### src/hw/rtl/sector_interleave_map_builder_defines.svh
// Assertion macros shared by the sector interleave map builder RTL.
`ifndef SECTOR_INTERLEAVE_MAP_BUILDER_DEFINES_SVH
`define SECTOR_INTERLEAVE_MAP_BUILDER_DEFINES_SVH

// Same-cycle implication, sampled on clk, quiet while rst_n is low.
`define SIMB_ASSERT_NOW(lbl, ante, cons, msg) \
  lbl: assert property (@(posedge clk) disable iff (!rst_n) (ante) |-> (cons)) \
    else $error(msg);

// Next-cycle implication, sampled on clk, quiet while rst_n is low.
`define SIMB_ASSERT_NEXT(lbl, ante, cons, msg) \
  lbl: assert property (@(posedge clk) disable iff (!rst_n) (ante) |=> (cons)) \
    else $error(msg);

`endif

### src/hw/rtl/simb_pkg.sv
// Shared types, constants and the microcode table of the sector map builder.
package simb_pkg;

  localparam int MAX_SECTORS_DEF = 32;

  localparam int SPT_W  = 6;   // sectors_per_track register
  localparam int SKEW_W = 5;   // track_skew register
  localparam int INTL_W = 4;   // interleave field
  localparam int IDX_W  = 5;   // slot_index field
  localparam int SECT_W = 6;   // sector_number field
  localparam int OPD_W  = 7;   // modulo operand: 31 + 31 + 15 fits
  localparam int APB_DW = 32;
  localparam int APB_AW = 4;

  localparam logic [SPT_W-1:0] SPT_RESET = SPT_W'(26);
  localparam logic [INTL_W-1:0] INTL_RESET = INTL_W'(1);

  typedef enum logic [1:0] {
    REG_SPT,
    REG_SKEW_EN,
    REG_SKEW,
    REG_NEG_BIAS
  } reg_idx_t;

  typedef enum logic [2:0] {
    ST_WAIT,
    ST_LDI,
    ST_RUNI,
    ST_LDB,
    ST_RUNB,
    ST_PLACE,
    ST_EMIT
  } step_t;

  typedef enum logic [2:0] {
    C_NONE,
    C_ACCEPT_NZ,
    C_MOD_DONE,
    C_DIRECT,
    C_PLACE_LAST,
    C_EMIT_LAST
  } cond_t;

  typedef enum logic {
    SRC_INTL,
    SRC_BIAS
  } mod_src_t;

  typedef enum logic {
    DST_IMOD,
    DST_SLOT
  } wb_dst_t;

  typedef struct packed {
    logic     in_rdy;
    logic     mod_ld;
    mod_src_t mod_src;
    logic     mod_wb;
    wb_dst_t  wb_dst;
    logic     bias_set;
    logic     place;
    logic     emit;
    cond_t    cond;
    logic     hold;
    step_t    target;
  } ucw_t;

  // Control store: one word per step.
  function automatic ucw_t simb_ucode(step_t s);
    ucw_t w;
    w = '0;
    case (s)
      ST_WAIT: begin
        w.in_rdy = 1'b1;
        w.cond   = C_ACCEPT_NZ;
        w.hold   = 1'b1;
        w.target = ST_LDI;
      end
      ST_LDI: begin
        w.mod_ld  = 1'b1;
        w.mod_src = SRC_INTL;
      end
      ST_RUNI: begin
        w.mod_wb = 1'b1;
        w.wb_dst = DST_IMOD;
        w.cond   = C_MOD_DONE;
        w.hold   = 1'b1;
        w.target = ST_LDB;
      end
      ST_LDB: begin
        w.mod_ld   = 1'b1;
        w.mod_src  = SRC_BIAS;
        w.bias_set = 1'b1;
        w.cond     = C_DIRECT;
        w.target   = ST_PLACE;
      end
      ST_RUNB: begin
        w.mod_wb = 1'b1;
        w.wb_dst = DST_SLOT;
        w.cond   = C_MOD_DONE;
        w.hold   = 1'b1;
        w.target = ST_PLACE;
      end
      ST_PLACE: begin
        w.place  = 1'b1;
        w.cond   = C_PLACE_LAST;
        w.hold   = 1'b1;
        w.target = ST_EMIT;
      end
      ST_EMIT: begin
        w.emit   = 1'b1;
        w.cond   = C_EMIT_LAST;
        w.hold   = 1'b1;
        w.target = ST_WAIT;
      end
      default: begin
        w.cond   = C_NONE;
        w.hold   = 1'b1;
        w.target = ST_WAIT;
      end
    endcase
    return w;
  endfunction

endpackage

### src/hw/rtl/simb_in_if.sv
// Request channel: one word asks for one track's sector map.
interface simb_in_if;
  import simb_pkg::*;

  logic              valid;
  logic              ready;
  logic              interleave_given;
  logic [INTL_W-1:0] interleave;

  modport source (output valid, interleave_given, interleave, input ready);
  modport sink   (input valid, interleave_given, interleave, output ready);
endinterface

### src/hw/rtl/simb_out_if.sv
// Result channel: one word per slot of the track map.
interface simb_out_if;
  import simb_pkg::*;

  logic              valid;
  logic              ready;
  logic [IDX_W-1:0]  slot_index;
  logic [SECT_W-1:0] sector_number;
  logic              last;

  modport source (output valid, slot_index, sector_number, last, input ready);
  modport sink   (input valid, slot_index, sector_number, last, output ready);
endinterface

### src/hw/rtl/sector_interleave_map_builder.sv
// Top level: builds one track's interleaved sector map per request word.
// Per track with N sectors: accept, interleave remainder, start remainder when chained,
// N placements with P forward probes past taken slots (0 up to N*(N-1)/2), then N result
// words, plus output stalls. The remainder unit takes 7 subtract steps, then done; the
// place step probes one slot per cycle.
// rst_n (synchronous): registers to defaults, interleave 1, previous last slot 0; no map clear.
`include "sector_interleave_map_builder_defines.svh"

module sector_interleave_map_builder #(
  parameter int MAX_SECTORS = simb_pkg::MAX_SECTORS_DEF
) (
  input  logic                        clk,
  input  logic                        rst_n,
  simb_in_if.sink                     in_ch,
  simb_out_if.source                  out_ch,
  input  logic                        cfg_psel,
  input  logic                        cfg_penable,
  input  logic                        cfg_pwrite,
  input  logic [simb_pkg::APB_AW-1:0] cfg_paddr,
  input  logic [simb_pkg::APB_DW-1:0] cfg_pwdata,
  output logic [simb_pkg::APB_DW-1:0] cfg_prdata,
  output logic                        cfg_pready
);
  import simb_pkg::*;

  localparam int SLOT_W = (MAX_SECTORS > 1) ? $clog2(MAX_SECTORS) : 1;
  localparam int CNT_W  = $clog2(MAX_SECTORS + 1);
  localparam int SW1    = SLOT_W + 1;
  localparam int CW1    = CNT_W + 1;

  // ---------------------------------------------------------------
  // Configuration registers
  // ---------------------------------------------------------------
  logic [SPT_W-1:0]  spt_r;
  logic              skew_en_r;
  logic [SKEW_W-1:0] skew_r;
  logic              neg_bias_r;
  logic              cfg_wr;
  reg_idx_t          cfg_idx;

  assign cfg_pready = 1'b1;
  assign cfg_idx    = reg_idx_t'(cfg_paddr[3:2]);
  assign cfg_wr     = cfg_psel && cfg_penable && cfg_pwrite;

  always_ff @(posedge clk) begin
    if (!rst_n) begin
      spt_r      <= SPT_RESET;
      skew_en_r  <= 1'b0;
      skew_r     <= '0;
      neg_bias_r <= 1'b0;
    end else if (cfg_wr) begin
      case (cfg_idx)
        REG_SPT:      spt_r      <= cfg_pwdata[SPT_W-1:0];
        REG_SKEW_EN:  skew_en_r  <= cfg_pwdata[0];
        REG_SKEW:     skew_r     <= cfg_pwdata[SKEW_W-1:0];
        REG_NEG_BIAS: neg_bias_r <= cfg_pwdata[0];
        default: ;
      endcase
    end
  end

  always_comb begin
    case (cfg_idx)
      REG_SPT:      cfg_prdata = APB_DW'(spt_r);
      REG_SKEW_EN:  cfg_prdata = APB_DW'(skew_en_r);
      REG_SKEW:     cfg_prdata = APB_DW'(skew_r);
      REG_NEG_BIAS: cfg_prdata = APB_DW'(neg_bias_r);
      default:      cfg_prdata = '0;
    endcase
  end

  // ---------------------------------------------------------------
  // Sequencer: step counter plus control store lookup
  // ---------------------------------------------------------------
  step_t step_r, step_nxt;
  ucw_t  cw;
  logic  cond_hit;

  // Datapath state
  logic [INTL_W-1:0]      cur_intl_r, cur_intl_nxt;
  logic [IDX_W-1:0]       prev_r, prev_nxt;
  logic [CNT_W-1:0]       n_r, n_nxt;
  logic                   chained_r, chained_nxt;
  logic [MAX_SECTORS-1:0] taken_r, taken_nxt;
  logic [SLOT_W-1:0]      slot_r, slot_nxt;
  logic [SLOT_W-1:0]      imod_r, imod_nxt;
  logic [CNT_W-1:0]       i_r, i_nxt;
  logic [SLOT_W-1:0]      e_r, e_nxt;
  logic                   out_valid_r, out_valid_nxt;

  // Output payload and map memory
  logic [IDX_W-1:0]  out_slot_r;
  logic [SECT_W-1:0] out_sector_r;
  logic              out_last_r;
  logic [SECT_W-1:0] map_mem [MAX_SECTORS];

  // Combinational helpers
  logic              in_acc;
  logic [CNT_W-1:0]  n_sat;
  logic              slot_busy;
  logic              place_en;
  logic              place_last;
  logic              emit_fire;
  logic              emit_last;
  logic [CW1-1:0]    e_plus1;
  logic [SW1-1:0]    slot_w1;
  logic [SW1-1:0]    n_w1;
  logic [SW1-1:0]    step_sum;
  logic [SW1-1:0]    probe_sum;
  logic [SLOT_W-1:0] slot_stepped;
  logic [SLOT_W-1:0] slot_probed;
  logic [OPD_W-1:0]  bias_opd;
  logic [OPD_W-1:0]  mod_opd;
  logic [OPD_W-1:0]  mod_rem;
  logic              mod_done;

  // Fetch the control word for the current step
  always_comb begin
    cw = simb_ucode(step_r);
  end

  // Clamp N to the map depth
  always_comb begin
    if ({1'b0, spt_r} > 7'(MAX_SECTORS)) begin
      n_sat = CNT_W'(MAX_SECTORS);
    end else begin
      n_sat = CNT_W'(spt_r);
    end
  end

  assign in_acc     = in_ch.valid && cw.in_rdy;
  assign slot_busy  = taken_r[slot_r];
  assign place_en   = cw.place && !slot_busy;
  assign place_last = place_en && (i_r == n_r);
  assign emit_fire  = cw.emit && (!out_valid_r || out_ch.ready);
  assign e_plus1    = CW1'(e_r) + CW1'(1);
  assign emit_last  = e_plus1 == CW1'(n_r);

  // Slot arithmetic: both addends stay below N, so one subtract folds the sum
  assign slot_w1      = SW1'(slot_r);
  assign n_w1         = SW1'(n_r);
  assign step_sum     = slot_w1 + SW1'(imod_r);
  assign slot_stepped = (step_sum >= n_w1) ? SLOT_W'(step_sum - n_w1) : SLOT_W'(step_sum);
  assign probe_sum    = slot_w1 + SW1'(1);
  assign slot_probed  = (probe_sum == n_w1) ? '0 : SLOT_W'(probe_sum);

  // Chained start: previous last slot plus skew plus interleave, reduced mod N
  assign bias_opd = OPD_W'(prev_r) + OPD_W'(skew_r) + OPD_W'(cur_intl_r);
  assign mod_opd  = (cw.mod_src == SRC_BIAS) ? bias_opd : OPD_W'(cur_intl_r);

  simb_mod_unit #(
    .CNT_W (CNT_W)
  ) u_mod (
    .clk   (clk),
    .rst_n (rst_n),
    .ld    (cw.mod_ld),
    .opd   (mod_opd),
    .div   (n_r),
    .rem   (mod_rem),
    .done  (mod_done)
  );

  // Next step: jump on a hit, else hold or advance
  always_comb begin
    case (cw.cond)
      C_NONE:       cond_hit = 1'b0;
      C_ACCEPT_NZ:  cond_hit = in_acc && (n_sat != '0);
      C_MOD_DONE:   cond_hit = mod_done;
      C_DIRECT:     cond_hit = !chained_r;
      C_PLACE_LAST: cond_hit = place_last;
      C_EMIT_LAST:  cond_hit = emit_fire && emit_last;
      default:      cond_hit = 1'b0;
    endcase
    if (cond_hit) begin
      step_nxt = cw.target;
    end else if (cw.hold) begin
      step_nxt = step_r;
    end else begin
      step_nxt = step_t'(step_r + 3'd1);
    end
  end

  // Datapath updates driven by the control word
  always_comb begin
    cur_intl_nxt  = cur_intl_r;
    prev_nxt      = prev_r;
    n_nxt         = n_r;
    chained_nxt   = chained_r;
    taken_nxt     = taken_r;
    slot_nxt      = slot_r;
    imod_nxt      = imod_r;
    i_nxt         = i_r;
    e_nxt         = e_r;
    out_valid_nxt = out_valid_r;

    // Latch the request; a given interleave loads even for an empty track
    if (in_acc) begin
      if (in_ch.interleave_given) begin
        cur_intl_nxt = in_ch.interleave;
      end
      n_nxt       = n_sat;
      chained_nxt = !in_ch.interleave_given && skew_en_r;
      taken_nxt   = '0;
      i_nxt       = CNT_W'(1);
    end

    // Unchained start: slot 0 in negative-bias mode, else interleave mod N
    if (cw.bias_set && !chained_r) begin
      slot_nxt = neg_bias_r ? '0 : imod_r;
    end

    if (cw.mod_wb && mod_done) begin
      case (cw.wb_dst)
        DST_IMOD: imod_nxt = SLOT_W'(mod_rem);
        DST_SLOT: slot_nxt = SLOT_W'(mod_rem);
        default: ;
      endcase
    end

    // Place one sector, or probe one slot forward
    if (cw.place) begin
      if (slot_busy) begin
        slot_nxt = slot_probed;
      end else begin
        taken_nxt[slot_r] = 1'b1;
        if (place_last) begin
          prev_nxt = IDX_W'(slot_r);
          e_nxt    = '0;
        end else begin
          i_nxt    = i_r + CNT_W'(1);
          slot_nxt = slot_stepped;
        end
      end
    end

    // Output register: drop on take, refill on an emit step
    if (out_ch.ready) begin
      out_valid_nxt = 1'b0;
    end
    if (emit_fire) begin
      out_valid_nxt = 1'b1;
      e_nxt         = SLOT_W'(e_plus1);
    end
  end

  always_ff @(posedge clk) begin
    if (!rst_n) begin
      step_r      <= ST_WAIT;
      cur_intl_r  <= INTL_RESET;
      prev_r      <= '0;
      n_r         <= '0;
      chained_r   <= 1'b0;
      taken_r     <= '0;
      out_valid_r <= 1'b0;
    end else begin
      step_r      <= step_nxt;
      cur_intl_r  <= cur_intl_nxt;
      prev_r      <= prev_nxt;
      n_r         <= n_nxt;
      chained_r   <= chained_nxt;
      taken_r     <= taken_nxt;
      out_valid_r <= out_valid_nxt;
    end
    slot_r <= slot_nxt;
    imod_r <= imod_nxt;
    i_r    <= i_nxt;
    e_r    <= e_nxt;
  end

  // Map memory: write on placement, registered read straight into the output word
  always_ff @(posedge clk) begin
    if (place_en) begin
      map_mem[slot_r] <= SECT_W'(i_r);
    end
    if (emit_fire) begin
      out_sector_r <= map_mem[e_r];
      out_slot_r   <= IDX_W'(e_r);
      out_last_r   <= emit_last;
    end
  end

  assign in_ch.ready          = cw.in_rdy;
  assign out_ch.valid         = out_valid_r;
  assign out_ch.slot_index    = out_slot_r;
  assign out_ch.sector_number = out_sector_r;
  assign out_ch.last          = out_last_r;

  // ---------------------------------------------------------------
  // Assertions
  // ---------------------------------------------------------------
  `SIMB_ASSERT_NOW(a_place_count, step_r == ST_PLACE, (i_r != '0) && (i_r <= n_r), "sector count out of range while placing")
  `SIMB_ASSERT_NOW(a_place_slot, step_r == ST_PLACE, slot_w1 < n_w1, "slot outside track while placing")
  `SIMB_ASSERT_NOW(a_mod_range, (step_r == ST_RUNB) && mod_done, mod_rem < OPD_W'(n_r), "remainder not below sector count")
  `SIMB_ASSERT_NEXT(a_emit_end, emit_fire && emit_last, step_r == ST_WAIT, "sequencer did not return to wait after last word")

endmodule

### src/hw/rtl/simb_mod_unit.sv
// Multi-cycle restoring remainder unit, one quotient bit per cycle.
module simb_mod_unit #(
  parameter int CNT_W = 6
) (
  input  logic                       clk,
  input  logic                       rst_n,
  input  logic                       ld,
  input  logic [simb_pkg::OPD_W-1:0] opd,
  input  logic [CNT_W-1:0]           div,
  output logic [simb_pkg::OPD_W-1:0] rem,
  output logic                       done
);
  import simb_pkg::*;

  localparam int WIDE_W = OPD_W + CNT_W;
  localparam int K_W    = $clog2(OPD_W);

  logic [OPD_W-1:0]  rem_r, rem_nxt;
  logic [CNT_W-1:0]  div_r, div_nxt;
  logic [K_W-1:0]    k_r, k_nxt;
  logic              busy_r, busy_nxt;
  logic              done_r, done_nxt;
  logic [WIDE_W-1:0] shifted;
  logic [WIDE_W-1:0] rem_wide;

  assign shifted  = WIDE_W'(div_r) << k_r;
  assign rem_wide = WIDE_W'(rem_r);

  always_comb begin
    rem_nxt  = rem_r;
    div_nxt  = div_r;
    k_nxt    = k_r;
    busy_nxt = busy_r;
    done_nxt = done_r;
    if (ld) begin
      rem_nxt  = opd;
      div_nxt  = div;
      k_nxt    = K_W'(OPD_W - 1);
      busy_nxt = 1'b1;
      done_nxt = 1'b0;
    end else if (busy_r) begin
      if (rem_wide >= shifted) begin
        rem_nxt = OPD_W'(rem_wide - shifted);
      end
      if (k_r == '0) begin
        busy_nxt = 1'b0;
        done_nxt = 1'b1;
      end else begin
        k_nxt = k_r - K_W'(1);
      end
    end
  end

  always_ff @(posedge clk) begin
    if (!rst_n) begin
      busy_r <= 1'b0;
      done_r <= 1'b0;
    end else begin
      busy_r <= busy_nxt;
      done_r <= done_nxt;
    end
    rem_r <= rem_nxt;
    div_r <= div_nxt;
    k_r   <= k_nxt;
  end

  assign rem  = rem_r;
  assign done = done_r;
endmodule
### src/flat_wrapper.sv
// flat-port wrapper written by rule: the top's interface ports become plain ports
module sector_interleave_map_builder_flat import simb_pkg::*;
#(
  parameter int MAX_SECTORS = simb_pkg::MAX_SECTORS_DEF
)
  (clk, rst_n, cfg_psel, cfg_penable, cfg_pwrite, cfg_paddr, cfg_pwdata, cfg_prdata, cfg_pready, in_ch_valid, in_ch_interleave_given, in_ch_interleave, in_ch_ready, out_ch_valid, out_ch_slot_index, out_ch_sector_number, out_ch_last, out_ch_ready);
  simb_in_if in_ch_i ();
  simb_out_if out_ch_i ();
  input  logic clk;
  input  logic rst_n;
  input  logic cfg_psel;
  input  logic cfg_penable;
  input  logic cfg_pwrite;
  input  logic [simb_pkg::APB_AW-1:0] cfg_paddr;
  input  logic [simb_pkg::APB_DW-1:0] cfg_pwdata;
  output logic [simb_pkg::APB_DW-1:0] cfg_prdata;
  output logic cfg_pready;
  input wire logic [$bits(in_ch_i.valid)-1:0] in_ch_valid;
  input wire logic [$bits(in_ch_i.interleave_given)-1:0] in_ch_interleave_given;
  input wire logic [$bits(in_ch_i.interleave)-1:0] in_ch_interleave;
  output wire logic [$bits(in_ch_i.ready)-1:0] in_ch_ready;
  output wire logic [$bits(out_ch_i.valid)-1:0] out_ch_valid;
  output wire logic [$bits(out_ch_i.slot_index)-1:0] out_ch_slot_index;
  output wire logic [$bits(out_ch_i.sector_number)-1:0] out_ch_sector_number;
  output wire logic [$bits(out_ch_i.last)-1:0] out_ch_last;
  input wire logic [$bits(out_ch_i.ready)-1:0] out_ch_ready;
  assign in_ch_i.valid = in_ch_valid;
  assign in_ch_i.interleave_given = in_ch_interleave_given;
  assign in_ch_i.interleave = in_ch_interleave;
  assign in_ch_ready = in_ch_i.ready;
  assign out_ch_valid = out_ch_i.valid;
  assign out_ch_slot_index = out_ch_i.slot_index;
  assign out_ch_sector_number = out_ch_i.sector_number;
  assign out_ch_last = out_ch_i.last;
  assign out_ch_i.ready = out_ch_ready;
  sector_interleave_map_builder #(.MAX_SECTORS(MAX_SECTORS)) u_core (.clk(clk), .rst_n(rst_n), .in_ch(in_ch_i), .out_ch(out_ch_i), .cfg_psel(cfg_psel), .cfg_penable(cfg_penable), .cfg_pwrite(cfg_pwrite), .cfg_paddr(cfg_paddr), .cfg_pwdata(cfg_pwdata), .cfg_prdata(cfg_prdata), .cfg_pready(cfg_pready));
endmodule
### config.mk
export PLATFORM = sky130hd
export DESIGN_NAME = sector_interleave_map_builder_flat
export DESIGN_NICKNAME = d
export VERILOG_FILES = /design/src/hw/rtl/simb_pkg.sv /design/src/hw/rtl/simb_in_if.sv /design/src/hw/rtl/simb_out_if.sv /design/src/hw/rtl/sector_interleave_map_builder.sv /design/src/hw/rtl/simb_mod_unit.sv /design/src/flat_wrapper.sv
export VERILOG_INCLUDE_DIRS = /design/src /design/src/hw/rtl
export SDC_FILE = /design/constraint.sdc
export NUM_CORES = 1
export LEC_CHECK = 0
export CAP_MARGIN = 25
export CORE_ASPECT_RATIO = 0.6
export CORE_UTILIZATION = 45
export DETAILED_ROUTE_END_ITERATION = 10
export DONT_BUFFER_PORTS = 1
export GPL_TIMING_DRIVEN = 1
export PLACE_DENSITY = 0.65
export SYNTH_ARGS = -nofsm -noshare
export SYNTH_HDL_FRONTEND = slang
export SYNTH_HIERARCHICAL = 1
export SYNTH_SLANG_ARGS = --single-unit
### constraint.sdc
create_clock -name clk -period 4.02 [get_ports clk]
set_clock_uncertainty 0.05 [all_clocks]
set_input_delay 0.603 -clock clk [delete_from_list [all_inputs] [get_ports clk]]
set_output_delay 0.603 -clock clk [all_outputs]
set_load 0.1 [all_outputs]
==> results of run 1 <==
## routing by layer
| metal | wire length [microns] | up-vias | global-route usage, % |
|---|---|---|---|
| met5 | 0 | - | 0 |
| met1 | 16600 | 4304 | 34.3 |
| met2 | 12900 | 299 | 27.0 |
| met3 | 2440 | 43 | 3.93 |
| met4 | 561 | 0 | 4.40 |
| li1 | - | 3867 | - |
## worst max path at each step
stage                startpoint                  to  depth (start not counted)
2_1_floorplan  u_core/step_r[0]  u_core/taken_r[21]                         10
3_3_place_gp   u_core/slot_r[0]    u_core/slot_r[3]                         14
3_5_place_dp   u_core/slot_r[0]    u_core/slot_r[3]                         14
4_1_cts        u_core/slot_r[0]    u_core/slot_r[3]                         14
5_1_grt        u_core/slot_r[0]    u_core/slot_r[1]                         15
6_report       u_core/slot_r[0]    u_core/slot_r[3]                         14
## area by class of cell
type,count,area (sq um),area share (%)
Clock inverter,18,139,0.891
Inverter,37,139,0.891
Sequential cell,308,8440,54.1
Timing Repair Buffer,27,248,1.59
Antenna cell,1,2.50,0.0161
Clock buffer,36,752,4.82
Multi-Input combinational cell,650,5350,34.3
Tap cell,416,520,3.34
## sequential cells by signal, indices dropped and copies added (netlist names), 4 cells and up
signal	count
u_core/u_mod/div_r	6
u_core/slot_r	5
u_core/cur_intl_r	4
u_core/e_r	5
u_core/u_mod/rem	7
u_core/skew_r	5
u_core/n_r	6
u_core/i_r	6
u_core/map_mem	192
u_core/spt_r	6
u_core/prev_r	5
u_core/out_ch.slot_index	5
u_core/out_ch.sector_number	6
u_core/taken_r	32
u_core/imod_r	5
## cells in the final DEF, fill, tap and decap left out, types with 9 or more instances in the layout
master | netlist | layout
conb_1 | 2 | 27
xnor2_1 | 20 | 20
ha_1 | 36 | 36
buf_4 | 30 | 24
nor2_1 | 81 | 75
mux2i_1 | 45 | 45
nor3_1 | 11 | 11
a21oi_1 | 44 | 44
edfxtp_1 | 227 | 227
dfxtp_1 | 81 | 81
inv_1 | 37 | 37
nand3_1 | 19 | 19
mux4_2 | 62 | 62
clkbuf_16 | 0 | 29
nand2_1 | 85 | 85
a21o_1 | 9 | 9
nor3b_1 | 14 | 14
and3_1 | 9 | 9
xor2_1 | 13 | 13
o21ai_1 | 12 | 12
mux2_2 | 11 | 11
o21ai_0 | 30 | 30
## stage by stage
step	total power (W)	hold WS (ps)	util [%]	std cells
finish	0.00910	69.4	49.8	1493
global route	0.00955	45.9	49.8	1492
CTS	0.00911	42.4	49.8	1492
detailed placement	0.00648	391	47.0	1438
global placement	0.00643	385	46.9	1437
floorplan	0.00594	356	-	1083
## worst max-delay path, cell delays in order, from the launching register on
cell      delay, ps
dfxtp_1         690
ha_1            270
inv_1            60
fa_1            410
inv_1            80
a21o_1          140
a21oi_1          80
xnor2_1         150
ha_1            330
or2_2           120
a21oi_1          70
a21oi_1         530
mux2i_1         260
or2b_1          110
o221ai_1        100
## cell families (layout without fill, tap and decap cells)
group                    Yosys count  count (layout)  share of synthesized area [%]
AO/OA/AOI/OAI                    149             149                           6.70
XOR/XNOR                          33              33                           2.01
adder cells (fa/ha/maj)           44              44                           4.26
buffers and inverters            125             118                           4.67
flip-flops                       308             308                           58.8
multiplexers                     121             121                           14.0
other                              2              28                         0.0523
AND/OR/NAND/NOR                  276             276                           9.45
## where the power goes
group	switching [W]	total [W]	internal, W
logic	0.00156	0.00252	0.000957
clock network	0.00118	0.00263	0.00145
registers	0.000279	0.00395	0.00367
total	0.00302	0.00910	0.00608
==> results.py, run 1 <==
metrics = {
    "synthesis": {
        "synthTopCellsByArea": "edfxtp_1 48%, dfxtp_1 11%, mux4_2 9.7%",
        "yosysTopAreaCell": "edfxtp_1",
        "yosysSeqAreaShare_pct": 58.8,
        "synth_area_sq_mm": 0.0143,
        "synth_cells": 1058,
        "yosysMostFrequentCell": "edfxtp_1",
        "synth_ff_type": "edfxtp_1",
        "synth_cell_types": 69,
        "synth_area_per_cell_sq_um": 13.6,
        "ys_seq_elements": 308,
        "synth_edf_count": 227,
        "synth_top_area_share_pct": 47.5,
        "yosys_warnings": 6,
        "ys_top_cells_by_count": "227 x edfxtp_1, 85 x nand2_1, 81 x dfxtp_1, 81 x nor2_1, 62 x mux4_2",
        "synthArstFlopShare_pct": 0,
    },
    "detailed_routing": {
        "num_vias": 8513,
        "routedWlPerCell_microns": 21.8,
        "viasPerCell": 5.70,
        "drt_iter0_drc": 802,
        "drtPass1Iterations": 5,
        "antenna_left": 0,
        "drc": 0,
        "routed_wl_mm": 32.5,
    },
    "placement": {
        "gp_congestion": 0.856,
        "portBuffers": 0,
        "dp_hpwl_mm": 22.3,
        "pre_cts_ws_ps": 513,
        "place_area_sq_mm": 0.0147,
    },
    "layout": {
        "final_area_sq_mm": 0.0156,
        "layout-drive-gt1-share_pct": 16.2,
        "nets": 1145,
        "syn_to_final_growth_pct": 8.66,
        "fillers": 2674,
    },
    "setup_path": {
        "cp-end-kind": "flop",
        "crit_required_ps": 4390,
        "ff2ff_setup_slack_ps": 420,
        "reg2regPathDepth": 14,
        "crit_type": "reg -> reg",
        "worstReg2RegStart": "u_core/slot_r[0]",
        "cp-start-kind": "flop",
        "regToRegEndpoint": "u_core/slot_r[3]",
        "critPathArrivalTime_ps": 3970,
        "crit_fanout": 13,
    },
    "global_routing": {
        "grt_pass1_wl_mm": 50.5,
        "grt_max_degree": 53,
        "gr-total-overflow": 0,
        "grt_pass1_vias": 8176,
        "grtUsageTotal_pct": 20.6,
        "antenna_found_initial": 3,
    },
    "cts": {
        "cts-root-buf": "clkbuf_16",
        "path_clk_slew_ps": 70,
        "cts_buffers": 29,
        "post_cts_buffers": 0,
        "cts_buffer_depth": 3,
        "cts_hold_buf": 0,
        "clock_sinks": 308,
        "clock_latency_ps": 570,
        "ctsResizeCount": 0,
        "cts_tree": "yes",
        "h-tree-depth": 1,
    },
    "floorplanning": {
        "die_width_microns": 233,
        "fp.dieH_microns": 140,
        "design.die.area_sq_mm": 0.0326,
        "core.rowCount": 50,
        "io_pins": 95,
        "start_util_pct": 45.9,
        "fp.coreArea_sq_mm": 0.0313,
    },
    "sta": {
        "tightest_slew_ps": 1060,
        "rsz0062_at_grt": "false",
        "setup_viol": 0,
        "layout_setup_ws_ps": 418,
        "hold_viol_final": 0,
        "slew_headroom_pct": 29.2,
        "drv_slew": 0,
        "finalSetupTns_ps": 0,
        "max_clock_freq_ghz": 0.278,
        "post-route-period-util_pct": 89.6,
        "finalCriticalPeriod_ps": 3600,
    },
    "hold_path": {
        "holdPathEnd": "u_core/spt_r[4]",
        "min_path_type": "in -> reg",
        "min_path_cells": 1,
        "min_from": "rst_n",
    },
    "power_and_ir_drop": {
        "peakVddDrop_uv": 344,
        "leakage_nw": 5.52,
        "powerDensity_mw_per_mm2": 583,
    },
    "run_status": {
        "status": "completed",
    },
    "job": {
        "max-cap-violations": 0,
    },
}
(Power assumes the default switching activity.)
==> inputs of run 2 (changes only) <==
- CELL_PAD_IN_SITES_DETAIL_PLACEMENT: not set -> 0
- CELL_PAD_IN_SITES_GLOBAL_PLACEMENT: not set -> 1
- PLACE_DENSITY: 0.65 -> 0.74
==> run 2 against run 1 <==
Worst setup slack improved by 85 ps. Fmax grew 2.4%. Non-clock buffer count increased by 8. Flip-flop and latch count unchanged. Die area stayed put. Clock power up 11%. Register-to-register slack gained 90 ps. Global-route usage decreased by 0.36 points. Core utilization rose by 0.50 points. Cell area rose by 1.0%. Largest power group unchanged.
==> results.py, run 2 (synthesis gave the netlist of run 1 again) <==
metrics = {
    "job": {
        "max-cap-violations": 0,
    },
    "cts": {
        "cts_buffers": 29,
        "cts-root-buf": "clkbuf_16",
        "clock_sinks": 308,
        "cts_hold_buf": 0,
        "post_cts_buffers": 0,
        "h-tree-depth": 1,
        "cts_tree": "yes",
        "ctsResizeCount": 0,
        "cts_buffer_depth": 3,
        "path_clk_slew_ps": 70,
        "clock_latency_ps": 560,
    },
    "power_and_ir_drop": {
        "powerDensity_mw_per_mm2": 598,
        "peakVddDrop_uv": 351,
        "leakage_nw": 5.61,
    },
    "setup_path": {
        "cp_cell_sequence": "buf_4 -> or3_1 -> o22ai_1 -> nor3_1 -> o211ai_4 -> nor2_4 -> nand2_2 -> nor2_1",
        "crit_type": "reg -> reg",
        "cp-end-kind": "flop",
        "critPathMaxStageDelay_ps": 730,
        "cp-start-kind": "flop",
        "reg2regPathDepth": 8,
        "critPathArrivalTime_ps": 3650,
        "worstReg2RegStart": "u_core/slot_r[2]",
        "crit_required_ps": 4160,
        "crit_path_top_delay_cell": "dfxtp_1",
        "crit_fanout": 15,
        "crit_path_start": "u_core/slot_r[2]",
    },
    "global_routing": {
        "grt_max_degree": 54,
        "gr-total-overflow": 0,
        "antenna_found_initial": 0,
        "grt_pass1_vias": 7961,
        "grt_pass1_wl_mm": 49.9,
        "grtUsageTotal_pct": 20.2,
    },
    "detailed_routing": {
        "drc": 0,
        "num_vias": 8380,
        "routed_wl_mm": 32.2,
        "routedWlPerCell_microns": 21.5,
        "drtPass1Iterations": 5,
        "drt_iter0_drc": 808,
        "viasPerCell": 5.59,
        "antenna_left": 0,
    },
    "placement": {
        "place_area_sq_mm": 0.0147,
        "gp_congestion": 0.835,
        "pre_cts_ws_ps": 587,
        "portBuffers": 0,
        "dp_hpwl_mm": 22.3,
    },
    "sta": {
        "finalCriticalPeriod_ps": 3520,
        "max_clock_freq_ghz": 0.284,
        "rsz0062_at_grt": "false",
        "hold_viol_final": 0,
        "post-route-period-util_pct": 87.5,
        "layout_setup_ws_ps": 504,
        "finalSetupTns_ps": 0,
        "drv_slew": 0,
        "tightest_slew_ps": 1060,
        "slew_headroom_pct": 29.1,
        "setup_viol": 0,
    },
    "floorplanning": {
        "start_util_pct": 45.9,
        "fp.dieH_microns": 140,
        "core.rowCount": 50,
        "design.die.area_sq_mm": 0.0326,
        "io_pins": 95,
        "fp.coreArea_sq_mm": 0.0313,
        "die_width_microns": 233,
    },
    "layout": {
        "final_area_sq_mm": 0.0157,
        "syn_to_final_growth_pct": 9.76,
        "regMostFlops": "u_core/map_mem",
        "nets": 1153,
        "layout-drive-gt1-share_pct": 17.5,
        "mostFrequentLayoutCells": "227 x edfxtp_1, 85 x nand2_1, 81 x dfxtp_1",
        "n_antenna_cell": 0,
        "finish.utilization_pct": 50.3,
        "largest_reg_flops": 192,
        "final_common_cell": "edfxtp_1",
        "fillers": 2632,
    },
    "hold_path": {
        "min_path_cells": 1,
        "min_path_type": "in -> reg",
        "min_from": "rst_n",
    },
    "run_status": {
        "status": "completed",
    },
}
==> run 2: changes by cell type in the layout (fill, tap and decap cells not counted), sizes merged <==
cell	delta
buf	+8
bufinv	+3
clkbuf	+2
clkinv	-7
clkinvlp	+1
diode	-1
inv	+1
==> run 2: area by class of cell <==
cell class	count	area [sq um]	share of cell area, %
clock buffers	38	779	4.95
clock inverters	16	231	1.47
inverters	37	139	0.882
multi-input cells	650	5350	34.0
flip-flops and latches	308	8440	53.6
well taps	416	520	3.31
repair buffers	35	288	1.83
==> run 2: per-stage QoR <==
stage | instances | hold WS [ps] | power [W]
2_1_floorplan | 1083 | 356 | 0.00594
3_3_place_gp | 1446 | 385 | 0.00651
3_5_place_dp | 1446 | 391 | 0.00652
4_1_cts | 1500 | 42.1 | 0.00944
5_1_grt | 1500 | 46.6 | 0.00986
6_report | 1500 | 67.6 | 0.00942
==> run 2: critical path, delay by kind of cell (launching register included) <==
family	cells	cell delay (ps)
and+or+nand+nor	5	1780
DFF	1	730
AOI/OAI and AO/OA	2	300
buffers and inverters	1	260
==> run 2: path summary, 6_finish.rpt <==
kind | endpoint | slack [ps]
max | u_core/map_mem[24][0] | 500
min | u_core/spt_r[4] | 70
max reg2reg | u_core/map_mem[24][0] | 500
min reg2reg | u_core/taken_r[29] | 400
==> run 2: where the power goes <==
group	switching (W)	leakage (nW)	internal, W
combinational	0.00159	2.39	0.000979
sequential	0.000260	2.74	0.00367
clock	0.00121	0.484	0.00170
==> run 2: per-layer routing <==
| layer | track usage (%) | vias up | part of all wire (%) |
|---|---|---|---|
| met5 | 0 | - | 0 |
| met4 | 3.44 | 0 | 1.3 |
| met3 | 4.25 | 34 | 8.2 |
| met2 | 26.1 | 297 | 39 |
| met1 | 34.1 | 4165 | 51 |
| li1 | - | 3884 | - |
==> inputs of run 3 (changes only) <==
- PLACE_DENSITY: 0.74 -> 0.77
- clock period: 4.02 -> 3.2 ns (I/O delays scaled with it)
==> run 3 against run 2 <==
Final cell count up 2.8%. Global-route usage up 0.62 points. Via count up 4.4%. Critical path depth up 3. Routed wire length up 3.4%. Largest power group unchanged.
==> results.py, run 3 (synthesis gave the netlist of run 1 again) <==
metrics = {
    "run_status": {
        "status": "completed",
    },
    "layout": {
        "finish.utilization_pct": 51.1,
        "stdcell_count": 1542,
        "syn_to_final_growth_pct": 11.4,
        "layout-drive-gt1-share_pct": 19.9,
        "nets": 1198,
        "largest_reg_flops": 192,
        "n_antenna_cell": 0,
        "mostFrequentLayoutCells": "227 x edfxtp_1, 85 x nand2_1, 81 x dfxtp_1",
        "final_area_sq_mm": 0.0160,
        "regMostFlops": "u_core/map_mem",
        "final_common_cell": "edfxtp_1",
    },
    "cts": {
        "h-tree-depth": 1,
        "cts_tree": "yes",
        "post_cts_buffers": 0,
        "cts_buffers": 29,
        "cts-root-buf": "clkbuf_16",
        "path_clk_slew_ps": 70,
        "clock_sinks": 308,
        "cts_buffer_depth": 3,
        "clock_latency_ps": 560,
    },
    "hold_path": {
        "min_path_cells": 2,
        "min_path_type": "in -> reg",
        "min_from": "cfg_pwdata[5]",
        "holdPathEnd": "u_core/spt_r[5]",
    },
    "detailed_routing": {
        "drc": 0,
        "wl_met2_mm": 12.9,
        "viasPerCell": 5.67,
        "dr_wl_met3_mm": 2.74,
        "routed_wl_mm": 33.3,
        "antenna_left": 0,
        "drtPass1Iterations": 5,
        "drt_iter0_drc": 959,
        "highest_layer": "met4",
        "num_vias": 8749,
        "routedWlPerCell_microns": 21.6,
        "drt-met1-wl_mm": 17.3,
    },
    "sta": {
        "hold_viol_final": 0,
        "drv_slew": 0,
        "setup_viol": 0,
        "finalSetupTns_ps": 0,
        "finalCriticalPeriod_ps": 3060,
        "tightest_slew_ps": 960,
        "post-route-period-util_pct": 95.6,
        "slew_headroom_pct": 36.4,
        "max_clock_freq_ghz": 0.327,
    },
    "floorplanning": {
        "die_width_microns": 233,
        "design.die.area_sq_mm": 0.0326,
        "fp.dieH_microns": 140,
        "fp.coreArea_sq_mm": 0.0313,
        "start_util_pct": 45.9,
        "io_pins": 95,
        "core.rowCount": 50,
    },
    "setup_path": {
        "crit_type": "reg -> reg",
        "crit_required_ps": 3610,
        "regToRegEndpoint": "u_core/slot_r[4]",
        "reg2regPathDepth": 11,
        "crit_fanout": 5,
        "critPathArrivalTime_ps": 3460,
        "cp-start-kind": "flop",
        "ff2ff_setup_slack_ps": 140,
        "worstReg2RegStart": "u_core/slot_r[1]",
        "cp-end-kind": "flop",
    },
    "placement": {
        "place_inst": 1486,
        "portBuffers": 0,
        "gp_congestion": 0.921,
        "place_area_sq_mm": 0.0150,
        "dp_hpwl_mm": 23.0,
    },
    "global_routing": {
        "grtUsageTotal_pct": 20.8,
        "gr-total-overflow": 0,
        "grt_pass1_vias": 8327,
        "antenna_found_initial": 0,
        "grt_pass1_wl_mm": 51.2,
        "grt_max_degree": 49,
    },
    "power_and_ir_drop": {
        "peakVddDrop_uv": 349,
        "powerDensity_mw_per_mm2": 723,
        "leakage_nw": 5.80,
    },
    "job": {
        "max-cap-violations": 0,
    },
}
[run 3: worst max path at each step]
stage | slack (ps) | start | to
finish | 140 | u_core/slot_r[1] | u_core/slot_r[4]
global route | -0.7 | u_core/slot_r[1] | u_core/slot_r[3]
CTS | 130 | u_core/slot_r[1] | u_core/slot_r[3]
detailed placement | 170 | u_core/imod_r[0] | u_core/slot_r[3]
global placement | 200 | u_core/imod_r[0] | u_core/slot_r[3]
floorplan | 190 | u_core/slot_r[1] | u_core/slot_r[3]
[run 3: metrics by stage]
step                      hold WS [ps]  power, W  setup WS (ps)
after floorplan                    356   0.00746            189
after CTS                         2.67    0.0116            130
after global placement             383   0.00821            201
final                             19.1    0.0116            142
after detailed placement           391   0.00825            174
after global routing              8.68    0.0121         -0.694
[run 3: layer usage]
metal | GRT usage [%] | up-vias
li1 | - | 3969
met1 | 35.4 | 4423
met2 | 26.8 | 328
met3 | 4.25 | 29
met4 | 3.51 | 0
met5 | 0.149 | -
[run 3: worst max-delay path, cell delays in order (launching register included)]
cell and delay, ps:
dfxtp_1 410, inv_1 130, fa_1 600, inv_1 90, fa_1 440, a21o_1 180, a21oi_1 400, xor2_1 190
o211ai_1 90, a21oi_1 140, a21oi_1 60, o22a_1 180
[run 3: what timing repair did]
item,4_1_cts,5_1_grt
hold buffers,5,0
endpoints found under the setup margin,0,9
gates resized for setup,0,2
endpoints found under the hold margin,5,0
[run 3: where the power goes]
group | internal [W] | leakage (nW) | switching, W
registers | 0.00461 | 2.74 | 0.000258
logic | 0.00127 | 2.62 | 0.00213
clock network | 0.00181 | 0.435 | 0.00149
[run 3: cell type report]
| type | count | area [sq um] |
|---|---|---|
| timing repair buffer | 80 | 651 |
| sequential | 308 | 8440 |
| fill | 2639 | 15300 |
| inverter | 37 | 139 |
| tap | 416 | 520 |
| clock buffer | 30 | 729 |
| clock inverter | 21 | 156 |
| multi-input combinational | 650 | 5360 |
